[src/design/assert_macros.svh]
// ---------------------------------------------------------------------------
// Assertion macros
// Shared concurrent assertion forms, clocked on clk_i and disabled in reset.
// ---------------------------------------------------------------------------
`ifndef ASSERT_MACROS_SVH
`define ASSERT_MACROS_SVH

// Checks a property at every rising edge of clk_i outside of reset.
`define ASSERT_CLK(lbl, prop, msg) \
  lbl: assert property (@(posedge clk_i) disable iff (!rst_ni) prop) else $error(msg);

// Checks that a condition is never true outside of reset.
`define ASSERT_NEVER(lbl, cond, msg) \
  `ASSERT_CLK(lbl, !(cond), msg)

`endif

[src/design/mmf_pkg.sv]
// ---------------------------------------------------------------------------
// Fixed-point matrix multiply package
// Types, codes and defaults shared by the controller, datapath and top level.
// ---------------------------------------------------------------------------
package mmf_pkg;

  // Default bounds of the block.
  localparam int MMF_MAX_DIM      = 32;
  localparam int MMF_ELEMENT_BITS = 16;

  // Configuration register widths and indexes.
  localparam int CFG_W     = 6;
  localparam int CFG_IDX_W = 2;
  localparam logic [CFG_IDX_W-1:0] CFG_ROWS_A    = 2'd0;
  localparam logic [CFG_IDX_W-1:0] CFG_INNER_DIM = 2'd1;
  localparam logic [CFG_IDX_W-1:0] CFG_COLS_B    = 2'd2;
  localparam logic [CFG_W-1:0]     CFG_RESET     = 6'd32;

  // Command kinds.
  localparam logic [1:0] KIND_WRITE_A = 2'd0;
  localparam logic [1:0] KIND_WRITE_B = 2'd1;
  localparam logic [1:0] KIND_READ_C  = 2'd2;

  // Saturation limits of the Q16.16 result.
  localparam logic [31:0] SAT_MAX = 32'h7fff_ffff;
  localparam logic [31:0] SAT_MIN = 32'h8000_0000;

  typedef struct packed {
    logic [1:0]         kind;
    logic [4:0]         row_index;
    logic [4:0]         col_index;
    logic signed [15:0] element_value;
  } mmf_in_t;

  typedef struct packed {
    logic signed [31:0] product_value;
    logic               index_error;
  } mmf_out_t;

  // Commands from the controller to the datapath.
  typedef struct packed {
    logic load_cmd;
    logic mem_write;
    logic acc_clear;
    logic issue;
    logic load_result;
    logic use_acc;
  } mmf_ctrl_t;

  // Status from the datapath to the controller.
  typedef struct packed {
    logic [1:0] kind;
    logic       cmd_err;
    logic       k_last;
    logic       k_zero;
    logic       pipe_busy;
  } mmf_sts_t;

endpackage

[src/design/mmf_ctrl.sv]
// ---------------------------------------------------------------------------
// Matrix multiply controller
// Sequences decode, the inner-product walk, pipeline drain and the result.
// ---------------------------------------------------------------------------
module mmf_ctrl (
  input  logic              clk_i,
  input  logic              rst_ni,
  input  logic              start_i,
  output logic              busy_o,
  output logic              result_valid_o,
  output mmf_pkg::mmf_ctrl_t ctrl_o,
  input  mmf_pkg::mmf_sts_t  sts_i
);

  localparam logic [2:0] S_IDLE   = 3'd0;
  localparam logic [2:0] S_DECODE = 3'd1;
  localparam logic [2:0] S_RUN    = 3'd2;
  localparam logic [2:0] S_DRAIN  = 3'd3;
  localparam logic [2:0] S_RESP   = 3'd4;

  logic [2:0] state_q, state_d;

  always_ff @(posedge clk_i or negedge rst_ni) begin
    if (!rst_ni) begin
      state_q <= S_IDLE;
    end else begin
      state_q <= state_d;
    end
  end

  always_comb begin
    state_d = state_q;
    ctrl_o  = '0;
    unique case (state_q)
      S_IDLE: begin
        if (start_i) begin
          ctrl_o.load_cmd = 1'b1;
          state_d         = S_DECODE;
        end
      end
      S_DECODE: begin
        unique case (sts_i.kind) inside
          mmf_pkg::KIND_WRITE_A, mmf_pkg::KIND_WRITE_B: begin
            ctrl_o.mem_write   = 1'b1;
            ctrl_o.load_result = 1'b1;
            state_d            = S_RESP;
          end
          mmf_pkg::KIND_READ_C: begin
            if (sts_i.cmd_err) begin
              ctrl_o.load_result = 1'b1;
              state_d            = S_RESP;
            end else begin
              ctrl_o.acc_clear = 1'b1;
              state_d          = sts_i.k_zero ? S_DRAIN : S_RUN;
            end
          end
          default: begin
            state_d = S_IDLE;
          end
        endcase
      end
      S_RUN: begin
        ctrl_o.issue = 1'b1;
        if (sts_i.k_last) begin
          state_d = S_DRAIN;
        end
      end
      S_DRAIN: begin
        if (!sts_i.pipe_busy) begin
          ctrl_o.load_result = 1'b1;
          ctrl_o.use_acc     = 1'b1;
          state_d            = S_RESP;
        end
      end
      S_RESP: begin
        state_d = S_IDLE;
      end
      default: begin
        state_d = S_IDLE;
      end
    endcase
  end

  assign busy_o         = (state_q != S_IDLE);
  assign result_valid_o = (state_q == S_RESP);

endmodule

[config.mk]
export PLATFORM = sky130hd
export DESIGN_NAME = mmf_ctrl
export DESIGN_NICKNAME = d
export VERILOG_FILES = /design/src/design/assert_macros.svh /design/src/design/mmf_pkg.sv /design/src/design/mmf_ctrl.sv
export SDC_FILE = /design/constraint.sdc
export NUM_CORES = 1
export LEC_CHECK = 0
export ABC_AREA = 0
export ABC_CLOCK_PERIOD_IN_PS = 2320
export BUFFER_PORTS_ARGS = -buffer_cell sky130_fd_sc_hd__buf_2
export CAP_MARGIN = 20
export CORE_AREA = 2 2 39 41
export CTS_BUF_LIST = sky130_fd_sc_hd__clkbuf_2 sky130_fd_sc_hd__clkbuf_4 sky130_fd_sc_hd__clkbuf_8
export DETAILED_ROUTE_END_ITERATION = 12
export DIE_AREA = 0 0 41 43
export SLEW_MARGIN = 20
export SYNTH_ARGS = -nofsm -noshare
export SYNTH_HDL_FRONTEND = slang
export SYNTH_SLANG_ARGS = --single-unit
[constraint.sdc]
create_clock -name clk_i -period 2.32 [get_ports clk_i]
set_input_delay 0.464 -clock clk_i [delete_from_list [all_inputs] [get_ports clk_i]]
set_output_delay 0.464 -clock clk_i [all_outputs]
set_load 0.005 [all_outputs]
# After elaboration in Yosys (flattened, before gate mapping)
# Cells that the tools add are included.
[op_classes]
eq_ne = 9
mux = 19
reduce_logical = 5
[ops]
columns = ["cell", "n"]
rows = [
  ["$mux 3", 4],
  ["$pmux 3 s4", 1],
  ["$mux 1", 9],
  ["$eq 3x2->1 const B", 2],
  ["$ne 2x2->1 const B", 3],
  ["$pmux 3 s2", 1],
  ["$mux 2", 2],
  ["$pmux 1 s2", 2],
  ["$eq 3x1->1 const B", 1],
  ["$eq 3x3->1 const B", 1],
  ["$logic_not 3->1", 1],
  ["$reduce_and 3->1", 1],
  ["$reduce_bool 3->1", 1],
  ["$eq 2x1->1 const B", 1],
  ["$eq 2x2->1 const B", 1],
  ["$logic_not 2->1", 1],
  ["$reduce_or 2->1", 1],
]
[word_totals]
ff_bits = 3
inputBits = 9
out_inout_bits = 8
elab_cells = 34

# Longest topological paths before layout
[depth]
word_depth = 4
mapped_depth = 4
mapped_depth_nobuf = 3

# Least setup slack after synthesis
# No wires, ideal clock.
[synth_timing]
path_kind = "flip-flop to output port"
from = "reg state_q[0]"
to = "out ctrl_o[5] (netlist name)"
arrival_ps = 957
required_ps = 1856
path_slack_ps = 899
stages_incl_launch_ff = 3
n_path_buf = 0
cell_sequence = "dfrtp_1 -> or3_1 -> nor2_1"
[synth_rtl]
columns = ["item", "line", "text"]
rows = [
  ["start: declaration", "mmf_ctrl.sv:21", "logic [2:0] state_q, state_d;"],
  ["start signal: assignment", "mmf_ctrl.sv:27", "state_q <= state_d;"],
  ["end: declaration", "mmf_ctrl.sv:11", "output mmf_pkg::mmf_ctrl_t ctrl_o,"],
]

==> reports/qor.csv <==
metric,value,unit
outcome,"complete, no violations",
logic gate share of total power,42.7,%
Clock transition at path regs,0.04,ns
Via density,4.23,
most frequent cells in the layout,"buf_2 (16), clkbuf_4 (4), dfrtp_1 (3)",
post-synthesis sequential area ratio,32.6,%
Initial Util,16.6,%
max cap viols,0,
final period utilization,76.9,%
WL/cell,9.13,um
Port Buffer Count,16,
setup TNS,0,ns
most flop-heavy register,state_q,
HP Class,in -> async,
Post-CTS Repair Setup Buffers,0,
Root Driver,clkbuf_4,
post-route insts no fill,62,
GRT Overall Usage,7.85,%
area added between synthesis and finish,54.3,%
Mapped Cells,27,
Slew Limit Fails,0,
Worst-Margin Slew,0.330,ns
Die W,41,um
"Max FO, Critical Path",12,
DR pass1 iterations,3,
cts bufs inserted,3,
Internal,0.000248,W
Antenna diodes,0,
switching power,0.000147,W
clk_skew,0.000191,ns
Post-DRT Antenna Nets,0,
WL final,566,um
DRC,0,
initial antenna violation count,0,
Final Hold Vio Count,0,
die height,43,um
vias,262,
Setup crit start kind,register,
CTS tree,built,
DRT iter0 DRCs,3,
HPWL Detailed,438,um
clock share of power,26.2,%
pwr dens,1110,nW/um^2
Top-Level Pins,17,
Die ar.,1760,um^2
arrival time worst endpoint,1.32,ns
Seq pwr share,31.1,%
CP endpoint kind,output port,
Crit Path Class,reg -> out,
max reg flops,3,
unrepaired setup endpoints after global routing,false,
Synth Register Bits,3,
cell area after synthesis,230,um^2
yosys warns,0,
WHS,0.0167,ns
fmax,561,MHz
CTS resizes,0,
CTS sink cnt,3,
first-pass GRT wire length,821,um
row count,14,
Mean Syn Cell Area,8.53,um^2
Slew headroom,78.0,%
worst skew pair latency,0.23,ns
# hold bufs at CTS,0,
final net count,56,
final setup fails,0,
placed cells,58,
Switching Share,37.2,%
synth unique cells,19,
"commonest non-fill, non-tap cell in the layout",buf_2,
Top Registers,state_q: 3 flops,
total gr overflow,0,
Syn Nets,36,
WP data required,1.86,ns
GP Congestion,0.781,
clock tree buffer depth,2,
Final Critical Period,1.78,ns
number of global-route vias before repair,203,
Max VDD drop,0.298,mV
core area,1380,um^2
largest net degree at the start of global routing,13,
CTS H-Tree Depth,1,
layout cells sized above 1,47.8,%
LEAKAGE,0.188,nW
-- synthesized netlist by cell type --
cell	n	share of area (%)
dfrtp_1	3	33
a21oi_1	2	4.3
a221oi_1	2	7.6
inv_1	2	3.3
nand2_1	2	3.3
nor2_1	2	3.3
nor3b_1	2	6.5
a22o_1	1	3.8
and3b_1	1	3.8
buf_2	1	2.2
nand2b_1	1	2.7
nand2b_4	1	6.0
nand3_1	1	2.2
nor2b_1	1	2.7
nor3_1	1	2.2
nor3b_2	1	5.4
o211ai_1	1	3.3
o21ai_1	1	2.2
or3_1	1	2.7
-- critical path, stage by stage (launching register included) --
cell and delay [ns]:
dfrtp_1 0.48, nor2b_1 0.27, and3b_1 0.22, buf_2 0.12
-- power by group through the flow --
stage / registers, W / logic (W) / clock network (W)
4_1_cts: 0.000124 / 0.000172 / 0.000109
3_5_place_dp: 0.000123 / 0.000170 / 0
2_1_floorplan: 0.000101 / 0.000126 / 0
3_3_place_gp: 0.000124 / 0.000171 / 0
6_report: 0.000123 / 0.000169 / 0.000104
5_1_grt: 0.000129 / 0.000194 / 0.000110
-- stage by stage --
| stage | worst slack [ns] | area, um^2 | util (%) | power, W |
|---|---|---|---|---|
| 3_3_place_gp | 0.724 | 325 | 23.5 | 0.000295 |
| 3_5_place_dp | 0.741 | 325 | 23.5 | 0.000293 |
| 2_1_floorplan | 0.899 | 230 | - | 0.000228 |
| 5_1_grt | 0.447 | 355 | 25.7 | 0.000434 |
| 6_report | 0.536 | 355 | 25.7 | 0.000395 |
| 4_1_cts | 0.529 | 355 | 25.7 | 0.000405 |
-- per-layer routing --
metal,GRT usage [%],up-vias,routed length [um]
li1,-,136,-
met1,8.44,117,250
met2,8.44,9,275
met3,3.66,0,40
met4,12.0,0,0
met5,0,-,0
-- worst paths after layout --
| kind | end | slack (ns) | depth (start not counted) | start |
|---|---|---|---|---|
| setup / recovery | ctrl_o[3] | 0.54 | 3 | state_q[1] |
| setup reg to reg | state_q[0] | 1.11 | 3 | state_q[1] |
| max in group asynchronous | state_q[1] | 2.20 | 1 | rst_ni |
| hold reg to reg | state_q[1] | 0.52 | 1 | state_q[2] |
| min in group clk_i | state_q[0] | 0.47 | 2 | sts_i[1] |
| hold / removal | state_q[2] | 0.02 | 1 | rst_ni |
-- kinds of logic (layout without fill, tap and decap cells) --
group | after synthesis | count (layout) | share of synthesized area, %
compound gates | 7 | 7 | 21.2
buf+inv | 3 | 22 | 5.43
flops | 3 | 3 | 32.6
simple gates | 14 | 14 | 40.8
-- final cells by class --
cell class | instances | area, um^2
Fill cell | 159 | 1030
Multi-Input combinational cell | 21 | 143
Timing Repair Buffer | 16 | 80.1
Sequential cell | 3 | 75.1
Clock buffer | 4 | 30.0
Tap cell | 16 | 20.0
Inverter | 2 | 7.51
Note: power is estimated with default switching activity, not from simulation.
